$ cat src/slt_pkg.sv
// Types and constants shared by the tokenizer modules.
// No dependencies.
package slt_pkg;

	typedef enum logic [3:0] {
		M_IDLE, M_WORD, M_NUMBER, M_COLON, M_DOT, M_QUOTE, M_QUOTE_CH, M_COMMENT
	} mode_t;

	localparam logic [5:0] K_ID      = 6'd21;
	localparam logic [5:0] K_NUM     = 6'd22;
	localparam logic [5:0] K_CHARLIT = 6'd23;
	localparam logic [5:0] K_ASSIGN  = 6'd24;
	localparam logic [5:0] K_DOT     = 6'd33;
	localparam logic [5:0] K_RANGE   = 6'd38;
	localparam logic [5:0] K_NONE    = 6'd63;

	localparam logic [7:0] CH_LBRACE = 8'h7B;
	localparam logic [7:0] CH_RBRACE = 8'h7D;
	localparam logic [7:0] CH_COLON  = 8'h3A;
	localparam logic [7:0] CH_EQUAL  = 8'h3D;
	localparam logic [7:0] CH_DOT    = 8'h2E;
	localparam logic [7:0] CH_QUOTE  = 8'h27;
	localparam logic [7:0] CH_NL     = 8'h0A;

	localparam int KW_COUNT = 21;
	localparam int KW_MAX   = 9;

	typedef struct packed {
		logic [7:0] char_code;
		logic       end_of_input;
	} in_item_t;

	typedef struct packed {
		logic [5:0]  token_kind;
		logic [15:0] line_count;
		logic [19:0] start_offset;
		logic [7:0]  token_length;
		logic [31:0] number_value;
		logic        number_overflow;
		logic [7:0]  literal_char;
		logic        last_of_run;
	} out_item_t;

	typedef logic [KW_MAX*8-1:0] kw_text_t;

	// Reserved words, first character in the low byte, zero padded.
	function automatic kw_text_t kw_text(input logic [4:0] k);
		kw_text_t t;
		t = '0;
		case (k)
			5'd0:  t = kw_text_t'({"margorp"});
			5'd1:  t = kw_text_t'({"epyt"});
			5'd2:  t = kw_text_t'({"rav"});
			5'd3:  t = kw_text_t'({"erudecorp"});
			5'd4:  t = kw_text_t'({"nigeb"});
			5'd5:  t = kw_text_t'({"dne"});
			5'd6:  t = kw_text_t'({"yarra"});
			5'd7:  t = kw_text_t'({"fo"});
			5'd8:  t = kw_text_t'({"drocer"});
			5'd9:  t = kw_text_t'({"fi"});
			5'd10: t = kw_text_t'({"neht"});
			5'd11: t = kw_text_t'({"esle"});
			5'd12: t = kw_text_t'({"if"});
			5'd13: t = kw_text_t'({"rahc"});
			5'd14: t = kw_text_t'({"elihw"});
			5'd15: t = kw_text_t'({"od"});
			5'd16: t = kw_text_t'({"hwdne"});
			5'd17: t = kw_text_t'({"daer"});
			5'd18: t = kw_text_t'({"etirw"});
			5'd19: t = kw_text_t'({"nruter"});
			5'd20: t = kw_text_t'({"regetni"});
			default: t = '0;
		endcase
		return t;
	endfunction

	function automatic logic [3:0] kw_len(input logic [4:0] k);
		logic [3:0] n;
		case (k)
			5'd0, 5'd20: n = 4'd7;
			5'd1, 5'd10, 5'd11, 5'd13, 5'd17: n = 4'd4;
			5'd2, 5'd5: n = 4'd3;
			5'd3: n = 4'd9;
			5'd4, 5'd6, 5'd14, 5'd16, 5'd18: n = 4'd5;
			5'd7, 5'd9, 5'd12, 5'd15: n = 4'd2;
			5'd8, 5'd19: n = 4'd6;
			default: n = 4'd0;
		endcase
		return n;
	endfunction

	function automatic logic [5:0] sep_kind(input logic [7:0] c);
		logic [5:0] k;
		case (c)
			8'h3D: k = 6'd25;
			8'h3C: k = 6'd26;
			8'h2B: k = 6'd27;
			8'h2D: k = 6'd28;
			8'h2A: k = 6'd29;
			8'h2F: k = 6'd30;
			8'h28: k = 6'd31;
			8'h29: k = 6'd32;
			8'h3B: k = 6'd34;
			8'h2C: k = 6'd35;
			8'h5B: k = 6'd36;
			8'h5D: k = 6'd37;
			default: k = K_NONE;
		endcase
		return k;
	endfunction

	function automatic logic is_letter(input logic [7:0] c);
		return (c inside {[8'h61:8'h7A], [8'h41:8'h5A]});
	endfunction

	function automatic logic is_digit(input logic [7:0] c);
		return (c inside {[8'h30:8'h39]});
	endfunction

endpackage

$ cat src/slt_kw_match.sv
// Parallel compare of the held word against the reserved words.
// Depends on slt_pkg.
module slt_kw_match #(
	parameter int KEYWORD_CHARS = 9
) (
	input  logic [KEYWORD_CHARS*8-1:0] word,
	input  logic [7:0]                 len,
	output logic [5:0]                 kind
);
	always_comb begin
		logic [KEYWORD_CHARS*8-1:0] t;
		kind = slt_pkg::K_ID;
		for (int k = slt_pkg::KW_COUNT - 1; k >= 0; k--) begin
			t = '0;
			t[slt_pkg::KW_MAX*8-1:0] = slt_pkg::kw_text(5'(k));
			if (len == 8'(slt_pkg::kw_len(5'(k))) && word == t)
				kind = 6'(k);
		end
	end
endmodule

$ cat src/slt_core.sv
// Lexer state and per-character token decode; up to two tokens per character.
// Depends on slt_pkg and slt_kw_match.
module slt_core #(
	parameter int NUMBER_BITS   = 32,
	parameter int OFFSET_BITS   = 20,
	parameter int KEYWORD_CHARS = 9
) (
	input  logic                clk,
	input  logic                arst_n,
	input  logic                step,
	input  slt_pkg::in_item_t   item,
	output slt_pkg::out_item_t  tok0,
	output slt_pkg::out_item_t  tok1,
	output logic [1:0]          count
);
	localparam logic [NUMBER_BITS-1:0] NMAX = '1;
	localparam int WI = $clog2(KEYWORD_CHARS);

	slt_pkg::mode_t mode_q, mode_d;
	logic [7:0] wbuf_q [KEYWORD_CHARS];
	logic [7:0] wlen_q, wlen_d;
	logic [NUMBER_BITS-1:0] acc_q, acc_d;
	logic ovf_q, ovf_d;
	logic [15:0] line_q, line_d;
	logic [OFFSET_BITS-1:0] off_q, tstart_q, tstart_d;
	logic [7:0] lit_q, lit_d;
	logic wr_en;
	logic [7:0] wr_idx, wr_chr;

	logic [KEYWORD_CHARS*8-1:0] word_flat;
	logic [5:0] kw_kind;

	// Kind of the word as it stands after this character is added.
	logic [5:0] kw_next;
	logic [KEYWORD_CHARS*8-1:0] word_next;

	always_comb begin
		word_flat = '0;
		for (int i = 0; i < KEYWORD_CHARS; i++)
			if (8'(i) < wlen_q)
				word_flat[i*8 +: 8] = wbuf_q[i];
	end

	slt_kw_match #(.KEYWORD_CHARS(KEYWORD_CHARS)) u_kw (
		.word(word_flat), .len(wlen_q), .kind(kw_kind)
	);

	always_comb begin
		word_next = '0;
		for (int i = 0; i < KEYWORD_CHARS; i++) begin
			if (8'(i) < wlen_d) begin
				if (wr_en && wr_idx == 8'(i)) word_next[i*8 +: 8] = wr_chr;
				else if (mode_q == slt_pkg::M_QUOTE_CH && i == 0)
					word_next[i*8 +: 8] = lit_q;
				else word_next[i*8 +: 8] = wbuf_q[i];
			end
		end
	end

	slt_kw_match #(.KEYWORD_CHARS(KEYWORD_CHARS)) u_kw_next (
		.word(word_next), .len(wlen_d), .kind(kw_next)
	);

	// One digit step: acc*10+d with saturation at the top of range.
	function automatic logic [NUMBER_BITS:0] dstep(input logic [NUMBER_BITS-1:0] a,
			input logic [7:0] c);
		logic [NUMBER_BITS+4:0] p;
		p = ({5'd0, a} << 3) + ({5'd0, a} << 1) + (NUMBER_BITS+5)'(c - 8'h30);
		if (p[NUMBER_BITS+4:NUMBER_BITS] != '0)
			return {1'b1, NMAX};
		return {1'b0, p[NUMBER_BITS-1:0]};
	endfunction

	always_comb begin
		logic [7:0] c;
		logic [OFFSET_BITS-1:0] off;
		logic [5:0] sk;
		logic idle_go, lett, dig;
		logic [NUMBER_BITS:0] ds;
		slt_pkg::out_item_t t [2];
		logic [1:0] n;
		logic [5:0] wk;
		c = item.char_code;
		off = off_q;
		sk = slt_pkg::sep_kind(c);
		lett = slt_pkg::is_letter(c);
		dig = slt_pkg::is_digit(c);
		mode_d = mode_q; wlen_d = wlen_q; acc_d = acc_q; ovf_d = ovf_q;
		line_d = line_q; tstart_d = tstart_q; lit_d = lit_q;
		wr_en = 1'b0; wr_idx = wlen_q; wr_chr = c;
		idle_go = 1'b0;
		n = '0;
		t[0] = '0; t[1] = '0;
		wk = (wlen_q > 8'(KEYWORD_CHARS)) ? slt_pkg::K_ID : kw_kind;
		ds = dstep(acc_q, c);
		case (mode_q)
			slt_pkg::M_QUOTE_CH: begin
				if (c == slt_pkg::CH_QUOTE) begin
					t[0].token_kind = slt_pkg::K_CHARLIT;
					t[0].start_offset = 20'(tstart_q);
					t[0].token_length = 8'd3;
					t[0].literal_char = lit_q;
					n = 2'd1;
					mode_d = slt_pkg::M_IDLE;
				end else begin
					// held char starts a word or number one offset back
					tstart_d = off - OFFSET_BITS'(1);
					if (slt_pkg::is_letter(lit_q)) begin
						if (lett || dig) begin
							mode_d = slt_pkg::M_WORD;
							wr_en = 1'b1; wr_idx = 8'd1;
							wlen_d = 8'd2;
						end else begin
							// held letter: one-char word (never reserved), then rerun c
							t[0].token_kind = slt_pkg::K_ID;
							t[0].start_offset = 20'(off - OFFSET_BITS'(1));
							t[0].token_length = 8'd1;
							n = 2'd1;
							idle_go = 1'b1;
						end
					end else begin
						if (dig) begin
							mode_d = slt_pkg::M_NUMBER;
							acc_d = NUMBER_BITS'(lit_q - 8'h30) * NUMBER_BITS'(10)
								+ NUMBER_BITS'(c - 8'h30);
							ovf_d = 1'b0;
							wlen_d = 8'd2;
						end else begin
							t[0].token_kind = slt_pkg::K_NUM;
							t[0].start_offset = 20'(off - OFFSET_BITS'(1));
							t[0].token_length = 8'd1;
							t[0].number_value = 32'(NUMBER_BITS'(lit_q - 8'h30));
							n = 2'd1;
							idle_go = 1'b1;
						end
					end
				end
			end
			slt_pkg::M_WORD: begin
				if (lett || dig) begin
					wr_en = wlen_q < 8'(KEYWORD_CHARS);
					if (wlen_q != 8'd255) wlen_d = wlen_q + 8'd1;
				end else begin
					t[0].token_kind = wk;
					t[0].start_offset = 20'(tstart_q);
					t[0].token_length = wlen_q;
					n = 2'd1;
					idle_go = 1'b1;
				end
			end
			slt_pkg::M_NUMBER: begin
				if (dig) begin
					acc_d = ds[NUMBER_BITS-1:0];
					if (ds[NUMBER_BITS]) ovf_d = 1'b1;
					if (wlen_q != 8'd255) wlen_d = wlen_q + 8'd1;
				end else begin
					t[0].token_kind = slt_pkg::K_NUM;
					t[0].start_offset = 20'(tstart_q);
					t[0].token_length = wlen_q;
					t[0].number_value = 32'(acc_q);
					t[0].number_overflow = ovf_q;
					n = 2'd1;
					idle_go = 1'b1;
				end
			end
			slt_pkg::M_COLON: begin
				if (c == slt_pkg::CH_EQUAL) begin
					t[0].token_kind = slt_pkg::K_ASSIGN;
					t[0].start_offset = 20'(tstart_q);
					t[0].token_length = 8'd2;
					n = 2'd1;
					mode_d = slt_pkg::M_IDLE;
				end else idle_go = 1'b1;
			end
			slt_pkg::M_DOT: begin
				t[0].start_offset = 20'(tstart_q);
				n = 2'd1;
				if (c == slt_pkg::CH_DOT) begin
					t[0].token_kind = slt_pkg::K_RANGE;
					t[0].token_length = 8'd2;
					mode_d = slt_pkg::M_IDLE;
				end else begin
					t[0].token_kind = slt_pkg::K_DOT;
					t[0].token_length = 8'd1;
					idle_go = 1'b1;
				end
			end
			slt_pkg::M_QUOTE: begin
				if (lett || dig) begin
					lit_d = c;
					mode_d = slt_pkg::M_QUOTE_CH;
				end else idle_go = 1'b1;
			end
			slt_pkg::M_COMMENT: begin
				if (c == slt_pkg::CH_RBRACE) mode_d = slt_pkg::M_IDLE;
				else if (c == slt_pkg::CH_NL) line_d = line_q + 16'd1;
			end
			default: idle_go = 1'b1;
		endcase

		if (idle_go) begin
			mode_d = slt_pkg::M_IDLE;
			if (lett || dig) begin
				tstart_d = off;
				wlen_d = 8'd1;
				if (lett) begin
					mode_d = slt_pkg::M_WORD;
					wr_en = 1'b1; wr_idx = 8'd0;
				end else begin
					mode_d = slt_pkg::M_NUMBER;
					acc_d = NUMBER_BITS'(c - 8'h30);
					ovf_d = 1'b0;
				end
			end else if (sk != slt_pkg::K_NONE) begin
				t[n[0]] = '0;
				t[n[0]].token_kind = sk;
				t[n[0]].start_offset = 20'(off);
				t[n[0]].token_length = 8'd1;
				n = n + 2'd1;
			end else if (c == slt_pkg::CH_NL) begin
				line_d = line_q + 16'd1;
			end else if (c == slt_pkg::CH_COLON) begin
				tstart_d = off; mode_d = slt_pkg::M_COLON;
			end else if (c == slt_pkg::CH_DOT) begin
				tstart_d = off; mode_d = slt_pkg::M_DOT;
			end else if (c == slt_pkg::CH_QUOTE) begin
				tstart_d = off; mode_d = slt_pkg::M_QUOTE;
			end else if (c == slt_pkg::CH_LBRACE) begin
				mode_d = slt_pkg::M_COMMENT;
			end
		end

		// end of input: flush whatever the next state holds
		if (item.end_of_input) begin
			case (mode_d)
				slt_pkg::M_DOT: begin
					t[n[0]] = '0;
					t[n[0]].token_kind = slt_pkg::K_DOT;
					t[n[0]].start_offset = 20'(tstart_d);
					t[n[0]].token_length = 8'd1;
					n = n + 2'd1;
				end
				slt_pkg::M_QUOTE_CH: begin
					t[n[0]] = '0;
					t[n[0]].start_offset = 20'(tstart_d + OFFSET_BITS'(1));
					t[n[0]].token_length = 8'd1;
					if (slt_pkg::is_letter(lit_d))
						t[n[0]].token_kind = slt_pkg::K_ID;
					else begin
						t[n[0]].token_kind = slt_pkg::K_NUM;
						t[n[0]].number_value = 32'(NUMBER_BITS'(lit_d - 8'h30));
					end
					n = n + 2'd1;
				end
				slt_pkg::M_WORD: begin
					t[n[0]] = '0;
					t[n[0]].token_kind = (wlen_d > 8'(KEYWORD_CHARS)) ? slt_pkg::K_ID
						: kw_next;
					t[n[0]].start_offset = 20'(tstart_d);
					t[n[0]].token_length = wlen_d;
					n = n + 2'd1;
				end
				slt_pkg::M_NUMBER: begin
					t[n[0]] = '0;
					t[n[0]].token_kind = slt_pkg::K_NUM;
					t[n[0]].start_offset = 20'(tstart_d);
					t[n[0]].token_length = wlen_d;
					t[n[0]].number_value = 32'(acc_d);
					t[n[0]].number_overflow = ovf_d;
					n = n + 2'd1;
				end
				default: ;
			endcase
			mode_d = slt_pkg::M_IDLE;
		end
		// tokens carry the line count before this byte; a newline here counts from the next byte on
		t[0].line_count = line_q;
		t[1].line_count = line_q;
		if (n == 2'd1) t[0].last_of_run = 1'b1;
		if (n == 2'd2) t[1].last_of_run = 1'b1;
		tok0 = t[0];
		tok1 = t[1];
		count = n;
	end

	always_ff @(posedge clk or negedge arst_n) begin
		if (!arst_n) begin
			mode_q <= slt_pkg::M_IDLE;
			wlen_q <= '0; acc_q <= '0; ovf_q <= 1'b0; line_q <= '0;
			off_q <= '0; tstart_q <= '0; lit_q <= '0;
		end else if (step) begin
			mode_q <= mode_d; wlen_q <= wlen_d; acc_q <= acc_d; ovf_q <= ovf_d;
			line_q <= line_d; off_q <= off_q + OFFSET_BITS'(1);
			tstart_q <= tstart_d; lit_q <= lit_d;
		end
	end

	always_ff @(posedge clk) begin
		if (step) begin
			if (mode_q == slt_pkg::M_QUOTE_CH && mode_d == slt_pkg::M_WORD)
				wbuf_q[0] <= lit_q;
			if (wr_en && wr_idx < 8'(KEYWORD_CHARS))
				wbuf_q[wr_idx[WI-1:0]] <= wr_chr;
		end
	end

	assert property (@(posedge clk) disable iff (!arst_n)
		step && item.end_of_input |=> mode_q == slt_pkg::M_IDLE)
		else $error("mode not idle after end of input");
	assert property (@(posedge clk) disable iff (!arst_n)
		step |=> off_q == $past(off_q) + OFFSET_BITS'(1))
		else $error("offset did not advance");
	assert property (@(posedge clk) disable iff (!arst_n)
		step && mode_q == slt_pkg::M_COMMENT && !item.end_of_input |-> count == 2'd0)
		else $error("token inside comment");
endmodule

$ cat src/small_language_tokenizer.sv
// Top level of the tokenizer: input register, lexer core, four-entry result queue.
// Depends on slt_pkg and slt_core.
//
// Usage: one source byte is sent per transfer on in_valid/in_ready/in_item;
// tokens leave on out_valid/out_ready/out_item, at most two per byte, the
// last one of a byte marked by last_of_run. Set end_of_input on the final
// byte to flush a pending token.
// Path: the byte that ends a token is held in the input register, and the core
// decodes it into the result queue, from which the token leaves on out_item.
// Throughput: one byte per cycle while the four-entry result queue drains;
// the held byte is decoded only when the queue has room for two tokens, so
// input stalls only while more than two tokens are left waiting.
// Reset: arst_n clears the lexer to idle, line and offset to zero, and
// empties the queue. When the receiver stalls, tokens wait in the queue
// and in_ready falls once the held byte cannot be decoded into it.
module small_language_tokenizer #(
	parameter int NUMBER_BITS   = 32,
	parameter int OFFSET_BITS   = 20,
	parameter int KEYWORD_CHARS = 9
) (
	input  logic               clk,
	input  logic               arst_n,
	input  logic               in_valid,
	output logic               in_ready,
	input  slt_pkg::in_item_t  in_item,
	output logic               out_valid,
	input  logic               out_ready,
	output slt_pkg::out_item_t out_item
);
	slt_pkg::in_item_t item_s1;
	logic v_s1;
	slt_pkg::out_item_t tok0, tok1;
	logic [1:0] cnt;
	slt_pkg::out_item_t q_q [4];
	logic [1:0] rd_q, wr_q;
	logic [2:0] fill_q;
	logic step, pop;

	// decode the held byte once the queue has room for both possible tokens
	assign pop = out_valid && out_ready;
	assign step = v_s1 && (fill_q - {2'd0, pop} <= 3'd2);
	assign in_ready = !v_s1 || step;

	slt_core #(.NUMBER_BITS(NUMBER_BITS), .OFFSET_BITS(OFFSET_BITS),
		.KEYWORD_CHARS(KEYWORD_CHARS)) u_core (
		.clk(clk), .arst_n(arst_n), .step(step), .item(item_s1),
		.tok0(tok0), .tok1(tok1), .count(cnt)
	);

	always_ff @(posedge clk or negedge arst_n) begin
		if (!arst_n) v_s1 <= 1'b0;
		else if (in_ready) v_s1 <= in_valid;
	end
	always_ff @(posedge clk) begin
		if (in_ready && in_valid) item_s1 <= in_item;
	end

	logic [1:0] push;
	assign push = step ? cnt : 2'd0;

	always_ff @(posedge clk or negedge arst_n) begin
		if (!arst_n) begin
			rd_q <= '0; wr_q <= '0; fill_q <= '0;
		end else begin
			rd_q <= rd_q + {1'b0, pop};
			wr_q <= wr_q + push;
			fill_q <= fill_q + {1'b0, push} - {2'd0, pop};
		end
	end
	always_ff @(posedge clk) begin
		if (push != 2'd0) q_q[wr_q] <= tok0;
		if (push == 2'd2) q_q[wr_q + 2'd1] <= tok1;
	end

	assign out_valid = fill_q != 3'd0;
	assign out_item = q_q[rd_q];

	assert property (@(posedge clk) disable iff (!arst_n) fill_q <= 3'd4)
		else $error("result queue overflow");
	assert property (@(posedge clk) disable iff (!arst_n)
		step |-> cnt != 2'd3)
		else $error("more than two tokens for one byte");
	assert property (@(posedge clk) disable iff (!arst_n)
		v_s1 && !step |=> v_s1 && $stable(item_s1))
		else $error("held byte lost");
endmodule

$ cat config.mk
export PLATFORM = sky130hd
export DESIGN_NAME = small_language_tokenizer
export DESIGN_NICKNAME = d
export VERILOG_FILES = /design/src/slt_pkg.sv /design/src/slt_kw_match.sv /design/src/slt_core.sv /design/src/small_language_tokenizer.sv
export SDC_FILE = /design/constraint.sdc
export NUM_CORES = 2
export LEC_CHECK = 0
export BUFFER_PORTS_ARGS = -buffer_cell sky130_fd_sc_hd__buf_2
export CAP_MARGIN = 0
export CORE_MARGIN = 1.5
export CORE_UTILIZATION = 46
export DETAILED_ROUTE_END_ITERATION = 8
export PLACE_DENSITY = 0.71
export SYNTH_ARGS = -nofsm -noshare
export SYNTH_HDL_FRONTEND = slang
export SYNTH_SLANG_ARGS = --single-unit
$ cat constraint.sdc
create_clock -name clk -period 12.05 [get_ports clk]
set_input_delay 0.6025 -clock clk [delete_from_list [all_inputs] [get_ports clk]]
set_output_delay 0.6025 -clock clk [all_outputs]
set_load 0.02 [all_outputs]
==> parameters.txt <==
Parameter                              Value

Status
  Violated checks ... negative hold slack, max-capacitance violations, max-slew violations
  Run status ... finished with violations

Clock tree
  Clock transition at path regs ... ~0.06 ns
  Clock tree from TritonCTS ... done
  Number of buffers created by CTS ... 58
  Post-CTS Hold Fix Bufs ... 0
  CTS resizes ... 0
  Root cell of the clock tree ... sky130_fd_sc_hd__clkbuf_16
  H-tree levels ... 2
  Total setup buffers inserted after CTS ... 0
  Insertion delay to the later sink of the worst-skew pair ... 0.65 ns
  Maximum buffer depth of the clock tree ... 3
  Clk sinks ... 566

STA
  Worst Skew ... between 0.03 and 0.04 ns
  Fin crit period ... about 8.4 ns
  Transition time at the pin with the least slew margin ... between 1 and 1.5 ns
  Relative max-transition margin ... -0.0138
  Number of max-slew violations in the final report ... 1
  Setup violators final ... 0
  Ratio of final minimum period to clock period ... 0.697
  Number of failing hold endpoints at the final stage ... 7
  Highest Clock Rate ... about 120 MHz
  Worst Hold Slack ... -0.00856 ns
  RSZ-0062 raised after global routing ... no
  Summed negative setup slack over all endpoints ... 0 ns

Routing
  Routed WL per cell ... 26.1 um
  Residual DRC count ... 0
  Final wirelength ... about 140000 um
  Via count ... between 30000 and 40000
  Violation count after the first detailed-routing iteration ... approximately 4600
  Antenna-violating nets left ... 0
  Length of the first detailed-routing pass in iterations ... 6
  Number of vias per cell ... roughly 6.7

Yosys
  Cell Area, Synth ... 39400 um^2
  Number of flops mapped to enable cells by yosys ... ~450
  Warnings from Yosys ... 0
  Dominant cell type by area after synthesis ... sky130_fd_sc_hd__edfxtp_1
  Proportion of synthesized chip area in sequential cells ... 0.416
  Fraction of registers with async set or reset after synthesis ... 0.207
  Count of cell types in the netlist ... 129
  Synth Area per Inst ... between 9 and 10 um^2
  Net count after synthesis ... around 4200
  Most common flop cell mapped by yosys ... sky130_fd_sc_hd__edfxtp_1
  Biggest area contributors in the synthesized netlist ... sky130_fd_sc_hd__edfxtp_1, sky130_fd_sc_hd__dfrtp_1, sky130_fd_sc_hd__mux4_2, sky130_fd_sc_hd__ha_1, sky130_fd_sc_hd__a21oi_1
  Synthesized instance count ... ~4000
  Area share of the largest cell type after synthesis ... 0.342
  Post-synthesis sequential element count ... about 570

Floorplanning
  Total Die Area ... approximately 88000 um^2
  Site row count ... 107
  Starting density of the core ... 0.464
  Floorplan die height ... slightly below 300 um
  I/O pin count ... approximately 110
  Floorplan Core Area ... 85000 um^2
  Die Width ... approximately 300 um

Worst setup path
  Largest fanout on the critical path ... 48
  Master of the slowest instance on the critical path ... sky130_fd_sc_hd__edfxtp_1
  Critical Path Sink Type ... flop
  Worst path cell trace ... inv_1 > ha_1 > and4b_1 > a211oi_1 > o22ai_2 > buf_4 > a211oi_2 > nor3_1 > nand2_1 > ha_1 > mux2_2 > inv_1 > ha_1 > inv_1 > nor3_1 > mux2i_1 > nor2_1 > and2_1 > a21o_4 > buf_4
  Setup slack, reg-to-reg ... 3.65 ns
  Setup Crit Path Kind ... reg -> reg
  Critical Path AT ... 8.67 ns
  Startpoint types ... flop
  Worst path required time ... ~12 ns
  Maximum cell stage delay along the critical path ... 0.96 ns

Layout
  Post-layout instance area ... about 43000 um^2
  Net count reported at finish ... around 4200
  P&R area growth vs syn ... 9.26%
  Core utilization of the finished layout ... 0.507
  Fraction of layout instances using a drive strength above 1 ... 0.125
  ANT cells ... 0
  Number of standard cells in the final layout excluding fillers ... between 5000 and 6000

Placed design
  Number of buffers added on ports ... 106
  Placed Cells ... about 5100
  DP HPWL ... approximately 97000 um
  Final Wtd Congestion ... 1.06
  Placement-stage cell area ... approximately 41000 um^2

Hold path
  Tightest Hold Check Type ... in -> async

Pwr
  Total power ... 10600 uW
  Pwr/cell area ... 246 nW/um^2
  Worst IR Drop VDD ... around 0.00017 V
  Leakage dissipation ... around 0.016 uW

Global route
  Via count of the first global-routing pass ... about 33000
  Global-route wire length before repair ... approximately 200000 um
  Largest net degree at the start of global routing ... about 70
  Overall routing resource usage ... 0.304
  Antenna violations before repair ... 2
  Congestion Overflow GR ... 0

Job
  Max_cap viols ... 1
-- sequential cells by signal, summed over array words and instances, names as in the netlist, 2 cells and up --
signal and flops:
fill_q 3, u_core.wbuf_q 72, u_core.line_q 16, u_core.acc_q 32, rd_q 2, u_core.off_q 20
item_s1 9, u_core.wlen_q 8, q_q 368, u_core.lit_q 8, u_core.mode_q 4, u_core.tstart_q 20
wr_q 2
-- logic make-up (layout without fill, tap and decap cells) --
logic type / count (synthesis) / count (layout) / synth area share
xor+xnor: 133 / 133 / 0.0295
buf+inv: 349 / 379 / 0.0363
simple gates: 1474 / 1474 / 0.190
compound gates: 1162 / 1162 / 0.196
fa+ha+maj: 149 / 149 / 0.0482
mux: 213 / 213 / 0.0842
flops: 566 / 566 / 0.416
-- worst paths after layout --
check                      cells after the start         start                   to
max                                           20    item_s1[6]           q_q[0][83]
min                                            1        arst_n  u_core.tstart_q[13]
max reg2reg                                   20    item_s1[6]           q_q[0][83]
min reg2reg                                    1  u_core.ovf_q         u_core.ovf_q
max in group asynchronous                      2        arst_n      u_core.lit_q[5]
min in group clk                               1    in_item[8]           item_s1[8]
-- synth_stat cells, drive strengths merged, types with 26 or more instances --
| cell | instances |
|---|---|
| edfxtp | 449 |
| nand2 | 394 |
| nor2 | 334 |
| a21oi | 318 |
| o21ai | 282 |
| clkbuf | 171 |
| ha | 144 |
| nor3 | 136 |
| dfrtp | 117 |
| nand3 | 116 |
| mux2i | 103 |
| buf | 93 |
| xnor2 | 93 |
| mux4 | 92 |
| inv | 82 |
| and2 | 81 |
| nand4 | 65 |
| nor4 | 64 |
| a31oi | 52 |
| a211oi | 47 |
| and3 | 46 |
| a21o | 45 |
| or3 | 45 |
| xor2 | 40 |
| a221oi | 37 |
| o22ai | 37 |
| nand2b | 35 |
| o211ai | 33 |
| a22oi | 31 |
| nor2b | 31 |
| o31ai | 30 |
| or4 | 26 |
-- area by class of cell --
class	instances	area, um^2
repair buffers	184	1120
well taps	1144	1430
clock buffers	65	1510
flip-flops and latches	566	16400
clock inverters	45	571
fillers	7587	41900
inverters	85	319
multi-input cells	3131	21700
-- critical path, delay by kind of cell, from the launching register on --
family,cells,cell delay (ns)
AOI/OAI and AO/OA,4,1.89
adders and majority gates,3,0.90
buffers and inverters,5,1.68
DFF,1,0.96
muxes,2,0.80
and+or+nand+nor,6,1.75
-- per-layer routing --
metal | GRT usage | vias to the layer above | share of wire
met5 | 0 | - | 0.000095
met2 | 0.469 | 2212 | 0.45
met4 | 0.131 | 2 | 0.047
met1 | 0.416 | 16981 | 0.40
li1 | - | 15547 | -
met3 | 0.0584 | 384 | 0.10
-- stage by stage --
stage          hold WS (ns)  setup slack, ns
2_1_floorplan         0.307             3.24
3_3_place_gp          0.475             4.03
3_5_place_dp          0.485             3.80
4_1_cts             0.00231             3.81
5_1_grt              0.0280             3.16
6_report           -0.00856             3.65
-- cells in the final DEF (no fill, tap or decap), drive strengths merged, types with 83 or more instances in the layout --
cell type / n
dfrtp: 117
ha: 144
edfxtp: 449
nor2: 334
inv: 83
o21ai: 282
a21oi: 318
nor3: 136
xnor2: 93
buf: 184
nand3: 116
nand2: 394
mux4: 92
mux2i: 103
-- power by group --
group	internal [uW]	switching, uW
registers	2490	290
clock network	1120	820
logic	2020	3840
(Power assumes the default switching activity.)
